### config.mk
export PLATFORM = sky130hd
export DESIGN_NAME = dbr_ofifo
export DESIGN_NICKNAME = d
export VERILOG_FILES = /design/src/rtl/dbr_ofifo.sv
export SDC_FILE = /design/constraint.sdc
export NUM_CORES = 1
export LEC_CHECK = 0
export BUFFER_PORTS_ARGS = -buffer_cell sky130_fd_sc_hd__buf_2
export CORE_MARGIN = 4
export CORE_UTILIZATION = 41
export CTS_CLUSTER_SIZE = 30
export DETAILED_ROUTE_END_ITERATION = 8
export GPL_ROUTABILITY_DRIVEN = 0
export GPL_TIMING_DRIVEN = 0
export SYNTH_ARGS = -nofsm -noshare
export SYNTH_HDL_FRONTEND = slang
export SYNTH_SLANG_ARGS = --single-unit
### constraint.sdc
create_clock -name i_clk -period 3 [get_ports i_clk]
set_input_delay 0.15 -clock i_clk [delete_from_list [all_inputs] [get_ports i_clk]]
set_output_delay 0.15 -clock i_clk [all_outputs]
set_load 0.05 [all_outputs]
### src/rtl/dbr_ofifo.sv
// Result queue between the fixed-latency pipeline and the output channel.
// No package dependency; DEPTH must be a power of two.
module dbr_ofifo #(
    parameter int WIDTH = 8,
    parameter int DEPTH = 8
) (
    input  logic             i_clk,
    input  logic             i_rst_n,
    input  logic             i_push,
    input  logic [WIDTH-1:0] i_data,
    input  logic             i_pop,
    output logic             o_valid,
    output logic             o_full,
    output logic [WIDTH-1:0] o_data
);

    localparam int AW = $clog2(DEPTH);
    localparam int CW = $clog2(DEPTH + 1);

    logic [WIDTH-1:0] r_mem [DEPTH];
    logic [AW-1:0]    r_wr, r_rd;
    logic [CW-1:0]    r_count;
    logic             w_pop;

    assign o_valid = (r_count != '0);
    assign o_full  = (r_count == CW'(DEPTH));
    assign w_pop   = i_pop && o_valid;
    assign o_data  = r_mem[r_rd];

    always_ff @(posedge i_clk) begin
        if (!i_rst_n) begin
            r_wr    <= '0;
            r_rd    <= '0;
            r_count <= '0;
        end else begin
            if (i_push) begin
                r_wr <= r_wr + AW'(1);
            end
            if (w_pop) begin
                r_rd <= r_rd + AW'(1);
            end
            r_count <= r_count + CW'(i_push) - CW'(w_pop);
        end
    end

    always_ff @(posedge i_clk) begin
        if (i_push) begin
            r_mem[r_wr] <= i_data;
        end
    end

endmodule
==> impl_metrics.tcl <==
set metrics [dict create \
    holdBufCountCts 0 \
    synth_common_cells "edfxtp_1, mux4_1, dfxtp_1" \
    clockBufferDepth 2 \
    grt_pass1_wl_mm 8.31 \
    synth_nets 187 \
    max-slew-margin-rel_pct 32.5 \
    tightest_slew_ns 1.01 \
    drc 0 \
    fmax_ghz 0.431 \
    timing.setup.tns_ns 0 \
    synthCells 167 \
    cp-end-kind "output pin" \
    ys_warn_count 0 \
    wl_mm 5.45 \
    period_needed_ns 2.32 \
    p_per_area_mw_per_mm2 744 \
    yosysUniqueCellTypes 29 \
    die-height_um 95.8 \
    cts_sinks 77 \
    portBuffers 21 \
    drv_slew 0 \
    root_buffer "clkbuf_8" \
    maxCapViolations 0 \
    die-area_mm2 0.00918 \
    core_mm2 0.00737 \
    start_kind "flop" \
    num_antenna_cells 0 \
    drive_above_1_share_pct 24.9 \
    fin_nets 220 \
    clock_latency_ns 0.34 \
    yosysSeqAreaShare_pct 69.0 \
    synth-async-reset-ratio_pct 0 \
    antenna_found_initial 0 \
    htree_levels 3 \
    cts_tree "built" \
    grt_pass1_vias 1600 \
    worstReg2RegStart "r_count[2]" \
    crit_required_ns 2.85 \
    synth.most_common_cell "edfxtp_1" \
    hold_path.class "in2reg" \
    setup_viol 0 \
    status "complete, no violations" \
    syn_to_final_growth_pct 13.4 \
    wl_per_cell_um 17.9 \
    dp_cells 287 \
    start_util_pct 42.9 \
    ir_worst_vdd_uv 338 \
    cts_setup_buffers 0 \
    vias_per_cell 5.10 \
    hp-start "i_data[5]" \
    hold_viol_final 0 \
    firstDrtPassIters 4 \
    ctsResizeCount 0 \
    final_cells 304 \
    yosysTopAreaCell "edfxtp_1" \
    gr-usage-all-layers_pct 13.0 \
    hpwlAfterDp_mm 3.59 \
    p_leak_nw 1.27 \
    post-route-period-util_pct 77.4 \
    fillers 635 \
    synth_area_mm2 0.00316 \
    path_class "reg2out" \
    avgSynthCellArea_um2 18.9 \
    ys.flop_type "edfxtp_1" \
    fin_util_pct 48.7 \
    arrival_ns 2.17 \
    yosys-top-cells-area "edfxtp_1, mux4_1, dfxtp_1" \
    rsz0062_at_grt "false" \
    ios 22 \
    num_vias 1549 \
    clk_pin_slew_worst_paths_ns 0.07 \
    ys_ff_latch 77 \
    overflow 0 \
    rows 31 \
    drt_iter0_drc 65 \
    drtAntennaViolNets 0 \
    grt_max_degree 13 \
    cts-buffers-inserted 9 \
    crit_fanout 10 \
    fin_skew_ns 0.00940 \
    yosysTopAreaCellShare_pct 60.8 \
    synth_edf_count 64 \
    die_x_um 95.8 \
]
==> per-stage QoR <==
stage	instance area [um^2]	power, mW	setup WS [ns]	hold WS [ns]
3_5_place_dp	3390	1.98	0.783	0.418
2_1_floorplan	3160	1.82	0.772	0.249
6_report	3590	2.67	0.678	0.0682
3_3_place_gp	3390	1.94	0.903	0.402
4_1_cts	3570	2.70	0.635	0.0517
5_1_grt	3590	2.79	0.490	0.0679
==> final cells by class <==
type / instances / area (um^2) / area share [%]
sequential: 77 / 2180 / 60.8
multi-input combinational: 80 / 923 / 25.7
clock buffer: 11 / 131 / 3.66
tap: 99 / 124 / 3.45
timing repair buffer: 22 / 113 / 3.14
clock inverter: 5 / 51.3 / 1.43
buffer: 6 / 47.5 / 1.33
inverter: 4 / 15.0 / 0.419
==> worst max-delay path, stage by stage, from the launching register on <==
cell and delay (ns):
dfxtp_1 0.31, clkbuf_1 0.32, buf_2 0.35, mux4_1 0.33, mux2_2 0.29, buf_2 0.21
==> cell families (layout without fill, tap and decap cells) <==
| kind of cell | Yosys count | in the layout | synth area share [%] |
|---|---|---|---|
| adders and majority gates | 8 | 8 | 3.40 |
| and+or+nand+nor | 34 | 34 | 5.54 |
| xor gates and xnor gates | 3 | 3 | 0.831 |
| buffers and inverters | 10 | 48 | 1.98 |
| DFF | 77 | 77 | 69.0 |
| muxes | 33 | 33 | 18.9 |
| AOI/OAI and AO/OA | 2 | 2 | 0.396 |
==> placed cells by master, fill, tap and decap left out, types with 2 or more instances in the layout <==
cell type,instances
mux2_2,8
nor2b_1,2
clkbuf_1,4
nand2b_1,6
ha_1,7
mux4_1,15
nor2_1,7
inv_1,4
and2_1,4
dfxtp_1,13
clkbuf_8,9
edfxtp_1,64
buf_2,22
clkinv_2,2
xnor2_1,2
mux2i_1,9
nand2_1,8
==> flip-flops by register name, indices dropped and copies added (netlist names), named ones only <==
name / flops
r_count: 4
r_mem: 64
r_rd: 3
r_wr: 3
==> worst paths after layout <==
kind                       to  slack, ns  cells after the start
hold / removal    r_mem[4][5]       0.07                      1
setup reg to reg   r_count[3]       0.77                      9
setup / recovery    o_data[1]       0.68                      5
hold reg to reg       r_rd[2]       0.49                      2
==> report_power, final <==
part / internal, mW / leakage, nW / switching, mW
Sequential: 1.22 / 0.688 / 0.0356
Clock: 0.379 / 0.0907 / 0.341
Combinational: 0.277 / 0.493 / 0.417
==> routing by layer <==
metal / up-vias / GRT usage, % / share of wire, %
li1: 723 / - / -
met5: - / 0 / 0
met3: 8 / 3.99 / 3.0
met4: 0 / 5.69 / 1.5
met2: 21 / 21.1 / 51
met1: 797 / 16.2 / 44
(Power assumes the default switching activity.)
