==> src/rtl/dbr_pkg.sv <==
// Shared types and constants of the dual bridge converter reader.
// No dependencies; the interface, top, lane and filter files refer to it by scoped names.
package dbr_pkg;

    localparam int ALPHA_W     = 16;
    localparam int ALPHA_SHIFT = 16;
    localparam int HP_W        = 8;
    localparam int CFG_IDX_W   = 8;
    localparam int CFG_DATA_W  = 16;
    localparam int OFIFO_DEPTH = 8;

    localparam logic [CFG_IDX_W-1:0] REG_ALPHA       = 8'd0;
    localparam logic [CFG_IDX_W-1:0] REG_HALF_PERIOD = 8'd1;

    localparam logic [ALPHA_W-1:0] ALPHA_RESET = 16'd5243;
    localparam logic [HP_W-1:0]    HP_RESET    = 8'd1;

    // What a completed pair of words does to the filters.
    typedef enum logic [1:0] {
        KIND_NONE,
        KIND_DISCARD,
        KIND_SEED,
        KIND_UPDATE
    } t_pair_kind;

    // Per-lane status toward the merge logic, valid for the current tick.
    typedef struct packed {
        logic sck;
        logic word_ready;
    } t_lane_ctl;

endpackage

==> src/rtl/dbr_filt.sv <==
// Exponential average filter of one lane: seed, or f += floor(alpha * (raw - f) / 2^16).
// Depends on dbr_pkg (t_pair_kind, ALPHA_W, ALPHA_SHIFT). Update passes r_diff, r_plo/r_phi.
module dbr_filt #(
    parameter int SAMPLE_BITS = 24,
    parameter int FRAC_BITS   = 16
) (
    input  logic                                   i_clk,
    input  logic                                   i_rst_n,
    input  dbr_pkg::t_pair_kind                    i_kind,
    input  logic signed [SAMPLE_BITS-1:0]          i_raw,
    input  logic [dbr_pkg::ALPHA_W-1:0]            i_alpha,
    output logic signed [SAMPLE_BITS+FRAC_BITS-1:0] o_filt
);

    localparam int AW    = dbr_pkg::ALPHA_W;
    localparam int FW    = SAMPLE_BITS + FRAC_BITS;
    localparam int DW    = FW + 1;
    localparam int LO_W  = DW / 2;
    localparam int HI_W  = DW - LO_W;
    localparam int PLO_W = LO_W + AW;
    localparam int PHI_W = HI_W + AW + 1;
    localparam int SUM_W = DW + AW + 2;

    logic [FW-1:0]    r_filt;
    logic [DW-1:0]    r_diff;
    logic             r_upd1, r_upd2;
    logic [PLO_W-1:0] r_plo;
    logic [PHI_W-1:0] r_phi;

    logic [FW-1:0]    w_raw_ext;
    logic [DW-1:0]    w_diff;
    logic [PHI_W-1:0] w_hi_ext, w_alpha_ext;
    logic [SUM_W-1:0] w_sum;
    logic [FW-1:0]    w_step;

    assign w_raw_ext   = {i_raw, {FRAC_BITS{1'b0}}};
    assign w_diff      = {w_raw_ext[FW-1], w_raw_ext} - {r_filt[FW-1], r_filt};

    // split the difference so each partial product stays narrow
    assign w_hi_ext    = {{(AW + 1){r_diff[DW-1]}}, r_diff[DW-1:LO_W]};
    assign w_alpha_ext = {{(HI_W + 1){1'b0}}, i_alpha};

    assign w_sum  = {r_phi[PHI_W-1], r_phi, {LO_W{1'b0}}}
                  + {{(SUM_W - PLO_W){1'b0}}, r_plo};
    // arithmetic shift right floors toward minus infinity
    assign w_step = w_sum[dbr_pkg::ALPHA_SHIFT+FW-1:dbr_pkg::ALPHA_SHIFT];

    always_ff @(posedge i_clk) begin
        if (!i_rst_n) begin
            r_upd1 <= 1'b0;
            r_upd2 <= 1'b0;
        end else begin
            r_upd1 <= (i_kind == dbr_pkg::KIND_UPDATE);
            r_upd2 <= r_upd1;
        end
    end

    always_ff @(posedge i_clk) begin
        r_diff <= w_diff;
        r_plo  <= PLO_W'(r_diff[LO_W-1:0]) * PLO_W'(i_alpha);
        r_phi  <= w_hi_ext * w_alpha_ext;
        if (i_kind == dbr_pkg::KIND_SEED) begin
            r_filt <= w_raw_ext;
        end else if (r_upd2) begin
            r_filt <= r_filt + w_step;
        end
    end

    assign o_filt = r_filt;

endmodule

==> config.mk <==
export PLATFORM = sky130hd
export DESIGN_NAME = dbr_filt
export DESIGN_NICKNAME = d
export VERILOG_FILES = /design/src/rtl/dbr_pkg.sv /design/src/rtl/dbr_filt.sv
export SDC_FILE = /design/constraint.sdc
export NUM_CORES = 2
export LEC_CHECK = 0
export ABC_AREA = 1
export BUFFER_PORTS_ARGS = -buffer_cell sky130_fd_sc_hd__buf_2
export CORE_AREA = 2 2 238 358
export CTS_CLUSTER_SIZE = 14
export DETAILED_ROUTE_END_ITERATION = 16
export DIE_AREA = 0 0 240 360
export GPL_TIMING_DRIVEN = 0
export SLEW_MARGIN = 20
export SYNTH_ARGS = -nofsm -noshare
export SYNTH_HDL_FRONTEND = slang
export SYNTH_SLANG_ARGS = --single-unit
==> constraint.sdc <==
create_clock -name i_clk -period 6.2 [get_ports i_clk]
set_clock_uncertainty 0.05 [all_clocks]
set_input_delay 0.31 -clock i_clk [delete_from_list [all_inputs] [get_ports i_clk]]
set_output_delay 0.31 -clock i_clk [all_outputs]
set_load 0.02 [all_outputs]
==> metrics.yaml <==
status: "complete, no violations"
post-route-min-period_ps: 6110
cts_tree: "built"
cts_buffers: 25
clock.fmax_mhz: 164
grt_pass1_vias: 30700
cts_buffer_depth: 3
start_util_pct: 39.7
final_cell_mix: "1184 x inv_1, 1142 x nand2_1, 572 x fa_1"
wire_per_inst_um: 21.6
synthArstFlopShare_pct: 0
die_w_um: 240
crit_path_end_kind: "flip-flop"
syn_nets: 5351
slew_headroom_pct: 26.2
syn_to_final_growth_pct: 8.63
start_kind: "flip-flop"
postPlaceCellArea_um2: 34800
antenna_found_initial: 1
dr.pass1.iters: 7
synth-edff-count: 24
required_ps: 6520
grt_pass1_wl_mm: 183
post-route-period-util_pct: 98.5
ys_ff_latch: 139
die_area_um2: 86400
gp_congestion: 0.996
core_um2: 83300
ioPinCount: 84
drt-total-wl_mm: 122
ys_warn_count: 0
num-fill-cells: 8809
clkLatencyLatePin_ps: 510
cp_max_fo: 10
h-tree-depth: 4
synth_area_um2: 33100
grt_max_degree: 23
vias: 28100
rows: 130
synthCells: 4458
drv_slew: 0
drt_iter0_drc: 1653
route.detailed.drc: 0
hold_viol: 0
yosys_most_used_dff: "dfxtp_1"
crit_type: "reg -> reg"
portBuffers: 68
stdcell_area_um2: 35900
overflow: 0
tightest_slew_ps: 1100
path_clk_slew_ps: 60
layout-drive-gt1-share_pct: 7.40
die_h_um: 360
seq_area_frac_synth_pct: 9.14
dpl.hpwl_mm: 106
ant_nets: 0
hold_class: "in -> reg"
fin_nets: 5415
root_buffer: "clkbuf_16"
viasPerCell: 4.98
cts_sinks: 139
syn_area_per_cell_um2: 7.42
grt_use_total_pct: 29.1
setup_viol: 0
layout_commonest_cell: "inv_1"
critPathArrivalTime_ps: 6430
ys_types: 60
cap_violations: 0
rsz0062_at_grt: "true"
-- flip-flops by register name (all words and copies together) (netlist names) --
signal	count
r_diff	41
o_filt	40
r_phi	36
r_plo	20
r_upd1	1
r_upd2	1
-- stage by stage --
stage	hold slack [ps]	util [%]	instances	setup WS (ps)	TNS [ps]
2_1_floorplan	329	-	4458	604	0
3_3_place_gp	370	41.8	5648	-1230	-25470
3_5_place_dp	364	41.8	5649	-1190	-25300
4_1_cts	0.0795	42.9	5652	4.06	0
5_1_grt	14.6	43.1	5650	-27.6	-40.4
6_report	12.9	43.1	5651	90.3	0
-- synthesized netlist by cell type (53+ instances only) --
library cell	instances	share of area, %
inv_1	1185	13
nand2_1	1143	13
fa_1	574	35
ha_1	275	10
nor2_1	216	2.5
clkbuf_1	162	1.8
a21oi_1	157	2.4
dfxtp_1	115	7.0
nand3_1	89	1.3
xor2_1	87	2.3
o21ai_0	80	1.2
xnor2_1	53	1.4
-- final timing paths --
| kind | start | endpoint | slack [ps] | cells past startpoint |
|---|---|---|---|---|
| setup reg to reg | r_diff[29] | r_phi[26] | 90 | 19 |
| hold / removal | i_kind[0] | r_upd1 | 10 | 2 |
| setup / recovery | r_diff[29] | r_phi[26] | 90 | 19 |
| hold reg to reg | r_upd1 | r_upd2 | 390 | 2 |
-- cells by family after synthesis --
group	Yosys count	share of synthesized area [%]
xor+xnor	140	3.71
flops	139	9.14
fa+ha+maj	849	45.2
simple gates	1579	19.5
compound gates	380	6.87
buf+inv	1371	15.6
-- per-layer routing --
metal / vias to the layer above / share of wire [%] / global-route usage [%]
met5: - / 0 / 0
met1: 13700 / 34 / 29.6
li1: 13200 / - / -
met3: 322 / 4.3 / 2.78
met4: 0 / 8.9 / 21.2
met2: 905 / 53 / 54.4
-- repair_timing --
item,CTS,global route
pin swaps,1,1
resized for setup,133,117
setup buffers,1,2
endpoints found under the hold margin,2,0
endpoints found under the setup margin,41,25
hold buffers,2,0
-- worst max-delay path, stage by stage, from the launching register on --
cell      delay, ps
dfxtp_2         490
clkbuf_4        320
nand2_1         110
fa_1            550
inv_1            50
fa_1            480
fa_1            560
fa_1            440
fa_1            500
inv_1            60
fa_1            560
inv_1            70
ha_1            400
nand2_1         170
nor2_2          300
nand4_1         200
o21bai_4        270
a21boi_2        110
o211ai_1        170
nand2_1         110
-- layout make-up --
type	count	area, µm²	area share (%)
Clock buffer	29	651	1.81
Tap cell	1122	1400	3.91
Multi-Input combinational cell	2948	25000	69.6
Timing Repair Buffer	74	403	1.12
Buffer	130	758	2.11
Clock inverter	4	71.3	0.199
Sequential cell	139	3100	8.62
Antenna cell	1	2.50	0.00697
Inverter	1204	4520	12.6
Power is left out: the tool's default activity adds up to more than one toggle a clock period on the data nets, which glitch-free logic cannot reach.
