--- src/rtl/dbr_pkg.sv ---
// Shared types and constants of the dual bridge converter reader.
// No dependencies; the interface, top, lane and filter files refer to it by scoped names.
package dbr_pkg;

    localparam int ALPHA_W     = 16;
    localparam int ALPHA_SHIFT = 16;
    localparam int HP_W        = 8;
    localparam int CFG_IDX_W   = 8;
    localparam int CFG_DATA_W  = 16;
    localparam int OFIFO_DEPTH = 8;

    localparam logic [CFG_IDX_W-1:0] REG_ALPHA       = 8'd0;
    localparam logic [CFG_IDX_W-1:0] REG_HALF_PERIOD = 8'd1;

    localparam logic [ALPHA_W-1:0] ALPHA_RESET = 16'd5243;
    localparam logic [HP_W-1:0]    HP_RESET    = 8'd1;

    // What a completed pair of words does to the filters.
    typedef enum logic [1:0] {
        KIND_NONE,
        KIND_DISCARD,
        KIND_SEED,
        KIND_UPDATE
    } t_pair_kind;

    // Per-lane status toward the merge logic, valid for the current tick.
    typedef struct packed {
        logic sck;
        logic word_ready;
    } t_lane_ctl;

endpackage

--- src/rtl/dbr_lane.sv ---
// Pin sequencer of one converter lane: waits for data low, clocks out one word.
// Depends on dbr_pkg (t_lane_ctl, HP_W).
module dbr_lane #(
    parameter int SAMPLE_BITS = 24
) (
    input  logic                        i_clk,
    input  logic                        i_rst_n,
    input  logic                        i_tick,
    input  logic                        i_dt,
    input  logic [dbr_pkg::HP_W-1:0]    i_half_period,
    input  logic                        i_take,
    output dbr_pkg::t_lane_ctl          o_ctl,
    output logic [SAMPLE_BITS-1:0]      o_word
);

    localparam int CW = $clog2(SAMPLE_BITS + 2);

    typedef enum logic [1:0] {
        PH_WAIT,
        PH_HIGH,
        PH_LOW
    } t_phase;

    t_phase                   r_phase, n_phase;
    logic [CW-1:0]            r_count, n_count;
    logic [dbr_pkg::HP_W-1:0] r_timer, n_timer;
    logic [SAMPLE_BITS-1:0]   r_shift, n_shift;
    logic                     r_ready, n_ready;

    logic [dbr_pkg::HP_W-1:0] w_hp;
    logic                     w_done;
    logic [CW-1:0]            w_count_inc;

    // A zero half period behaves as one tick.
    assign w_hp        = (i_half_period == '0) ? dbr_pkg::HP_W'(1) : i_half_period;
    assign w_done      = ({1'b0, r_timer} + (dbr_pkg::HP_W + 1)'(1)) >= {1'b0, w_hp};
    assign w_count_inc = r_count + CW'(1);

    always_comb begin
        n_phase = r_phase;
        n_count = r_count;
        n_timer = r_timer;
        n_shift = r_shift;
        n_ready = r_ready;
        if (i_tick) begin
            case (r_phase)
                PH_WAIT: begin
                    if (!r_ready && !i_dt) begin
                        n_phase = PH_HIGH;
                        n_count = '0;
                        n_timer = '0;
                        n_shift = '0;
                    end
                end
                PH_HIGH: begin
                    if (!w_done) begin
                        n_timer = r_timer + dbr_pkg::HP_W'(1);
                    end else begin
                        n_timer = '0;
                        // sample at the end of the high phase; the gain pulse is not sampled
                        if (r_count < CW'(SAMPLE_BITS)) begin
                            n_shift = {r_shift[SAMPLE_BITS-2:0], i_dt};
                        end
                        n_phase = PH_LOW;
                    end
                end
                PH_LOW: begin
                    if (!w_done) begin
                        n_timer = r_timer + dbr_pkg::HP_W'(1);
                    end else begin
                        n_timer = '0;
                        n_count = w_count_inc;
                        if (w_count_inc >= CW'(SAMPLE_BITS + 1)) begin
                            n_ready = 1'b1;
                            n_phase = PH_WAIT;
                        end else begin
                            n_phase = PH_HIGH;
                        end
                    end
                end
                default: n_phase = PH_WAIT;
            endcase
        end
    end

    always_ff @(posedge i_clk) begin
        if (!i_rst_n) begin
            r_phase <= PH_WAIT;
            r_count <= '0;
            r_timer <= '0;
            r_shift <= '0;
            r_ready <= 1'b0;
        end else begin
            r_phase <= n_phase;
            r_count <= n_count;
            r_timer <= n_timer;
            r_shift <= n_shift;
            r_ready <= n_ready && !i_take;
        end
    end

    assign o_ctl.sck        = (n_phase == PH_HIGH);
    assign o_ctl.word_ready = n_ready;
    assign o_word           = n_shift;

endmodule

--- config.mk ---
export PLATFORM = sky130hd
export DESIGN_NAME = dbr_lane
export DESIGN_NICKNAME = d
export VERILOG_FILES = /design/src/rtl/dbr_pkg.sv /design/src/rtl/dbr_lane.sv
export SDC_FILE = /design/constraint.sdc
export NUM_CORES = 1
export LEC_CHECK = 0
export BUFFER_PORTS_ARGS = -buffer_cell sky130_fd_sc_hd__buf_2
export CORE_ASPECT_RATIO = 0.5
export CORE_UTILIZATION = 40
export DETAILED_ROUTE_END_ITERATION = 8
export MAX_ROUTING_LAYER = met4
export PLACE_DENSITY = 0.7
export REMOVE_ABC_BUFFERS = 1
export SLEW_MARGIN = 20
export SYNTH_ARGS = -nofsm -noshare
export SYNTH_HDL_FRONTEND = slang
export SYNTH_SLANG_ARGS = --single-unit
--- constraint.sdc ---
create_clock -name i_clk -period 5.1 [get_ports i_clk]
set_clock_uncertainty 0.05 [all_clocks]
set_input_delay 1.02 -clock i_clk [delete_from_list [all_inputs] [get_ports i_clk]]
set_output_delay 1.02 -clock i_clk [all_outputs]
set_load 0.02 [all_outputs]
==> results.cfg <==
[timing]
finalHoldViolCount = 0
tightest_slew_ps = 658
slew_headroom_pct = 56.0
drv_slew = 0
worst_slack_ps = 467
timing.setup.tns_ps = 0
post-route-min-period_ps = 4630
setup_viol = 0
fmax_ghz = 0.216
rsz0062_at_grt = false
timing.final.crit_share_pct = 90.8
timing.hold.ws_ps = 476

[yosys]
ys.flop_type = dfxtp_1
synth_cell_types = 52
syn_avg_cell_area_um2 = 8.85
syn_area_um2 = 2490
syn_inst = 281
synth-edff-count = 0
yosysWarnings = 0
async_flop_share_pct = 0
synth.ff_latch_count = 40
yosysSeqAreaShare_pct = 32.2

[placement]
gp_congestion = 0.835
dpl_worst_slack_ps = 577
place_area_um2 = 2690
post-dp-hpwl_um = 4040
io_buffers = 38

[outcome]
status = finished clean

[floorplanning]
die_x_um = 114
fp.dieH_um = 57.8
dieArea_um2 = 6560
fp.coreArea_um2 = 5730
initial_core_util_pct = 43.4
num_io_pins = 39
rows = 19

[worst_hold_path]
holdPathStages = 1
min-delay-path-class = reg2reg
worstHoldEndpoint = r_timer[2]
hold_path_startpoint = r_timer[2]

[routing]
num_vias = 2234
dr.pass1.iters = 4
post_drt_wl_per_cell_um = 14.0
avgViaCountPerCell = 5.63
drc_errors = 0
ant_nets = 0
drt_iter0_drc = 188
drt_wl_total_um = 5560

[cts]
cts_root_buffer = clkbuf_16
cts_resized = 0
cts-buffers-inserted = 5
htreeDepth = 2
ctsHoldBuffers = 0
clkSinkCount = 40
cts_tree = done
postCtsSetupBuffers = 0
insertion_delay_ps = 280
clk_pin_slew_ps = 60
cts.path.max_buffers = 2

[setup_path]
crit_arrival_ps = 3560
r2r_end = r_shift[17]
critPathLaunchType = flip-flop
cp-end-kind = output port
setup.worst_path.class = reg2out
required_ps = 4030
r2r_slack_ps = 1710
crit-reg2reg-launch = r_timer[2]
reg2regPathDepth = 11
worstPathMaxFanout = 24

[layout]
stdcell_area_um2 = 2870
drive_gt1_share_pct = 19.8
layout_commonest_cell = dfxtp_1
fin_nets = 340
antennaDiodeCount = 0
syn_to_final_growth_pct = 15.2
final_cell_mix = dfxtp_1 (40), buf_2 (38), a22o_1 (37), nand2_1 (26), a21oi_1 (19)

[global_routing]
grt-ovfl-total = 0
grt_max_degree = 25
grt_pass1_vias = 2076
antenna_found_initial = 0
track_usage_pct = 18.4
grt_pass1_wl_um = 9310

[power_and_ir_drop]
ir_drop_uv = 131
p_leak_nw = 1.26
p_per_area_nw_per_um2 = 259
p_total_mw = 0.743

[flow_run]
maxCapViolCount = 0
==> Yosys cell counts, types with 4 or more instances <==
master,instances,area [µm²]
a21boi_0,4,30.0
a21oi_1,19,95.1
a22o_1,37,324
and2_1,9,56.3
buf_6,5,56.3
clkbuf_1,6,22.5
dfxtp_1,40,801
ha_1,15,188
inv_1,15,56.3
nand2_1,26,97.6
nand3_1,15,75.1
nand3b_1,8,60.1
nor2_1,17,63.8
o21ai_0,7,35.0
==> kinds of logic after synthesis <==
| group | Yosys count | synth area share [%] |
|---|---|---|
| AO/OA/AOI/OAI | 97 | 31.2 |
| AND/OR/NAND/NOR | 89 | 19.0 |
| adder cells (fa/ha/maj) | 15 | 7.55 |
| multiplexers | 4 | 1.66 |
| XOR/XNOR | 5 | 1.76 |
| flip-flops | 40 | 32.2 |
| buffers and inverters | 31 | 6.64 |
==> worst max-delay path by stage <==
stage	startpoint	endpoint	cells past startpoint
5_1_grt	r_timer[2]	o_word[20]	13
2_1_floorplan	i_half_period[4]	o_word[23]	9
6_report	r_timer[2]	o_word[20]	13
3_3_place_gp	i_half_period[4]	o_word[20]	12
3_5_place_dp	i_half_period[4]	o_word[20]	12
4_1_cts	r_timer[2]	o_word[20]	13
==> critical path, stage by stage, from the launching register on <==
cell	delay, ps
dfxtp_1	410
and3_1	250
nand3_1	150
and2_1	200
or2_2	290
ha_1	280
nand2_1	60
nor2_1	270
a31oi_4	160
a21oi_4	410
and2_1	190
buf_4	260
a22o_1	200
buf_2	160
==> power by group <==
part           leakage (nW)  switching (mW)  internal [mW]
sequential            0.322         0.00122          0.313
combinational         0.855          0.0404         0.0183
clock                0.0871           0.125          0.245
total                  1.26           0.167          0.577
==> through the flow <==
stage	std cells	util, %
2_1_floorplan	265	-
3_3_place_gp	389	46.9
3_5_place_dp	389	46.9
4_1_cts	397	50.0
5_1_grt	397	50.0
6_report	397	50.0
==> state kept, by name, indices dropped and copies added (netlist names) <==
| signal | flops |
|---|---|
| r_shift | 24 |
| r_timer | 8 |
| r_count | 5 |
| r_phase | 2 |
| r_ready | 1 |
==> layout make-up <==
class	count	area [µm²]
Fill cell	533	2860
Multi-Input combinational cell	210	1520
Sequential cell	40	801
Timing Repair Buffer	40	205
Clock buffer	6	139
Tap cell	84	105
Inverter	15	56.3
Clock inverter	2	38.8
==> layer usage <==
layer | routed length, µm | share of wire (%) | vias to the layer above | track usage, %
li1 | - | - | 1111 | -
met1 | 2650 | 48 | 1062 | 21.8
met2 | 2630 | 47 | 57 | 31.7
met3 | 240 | 4.3 | 4 | 3.66
met4 | 35 | 0.63 | 0 | 6.39
met5 | 0 | 0 | - | -
(Power assumes the default switching activity.)
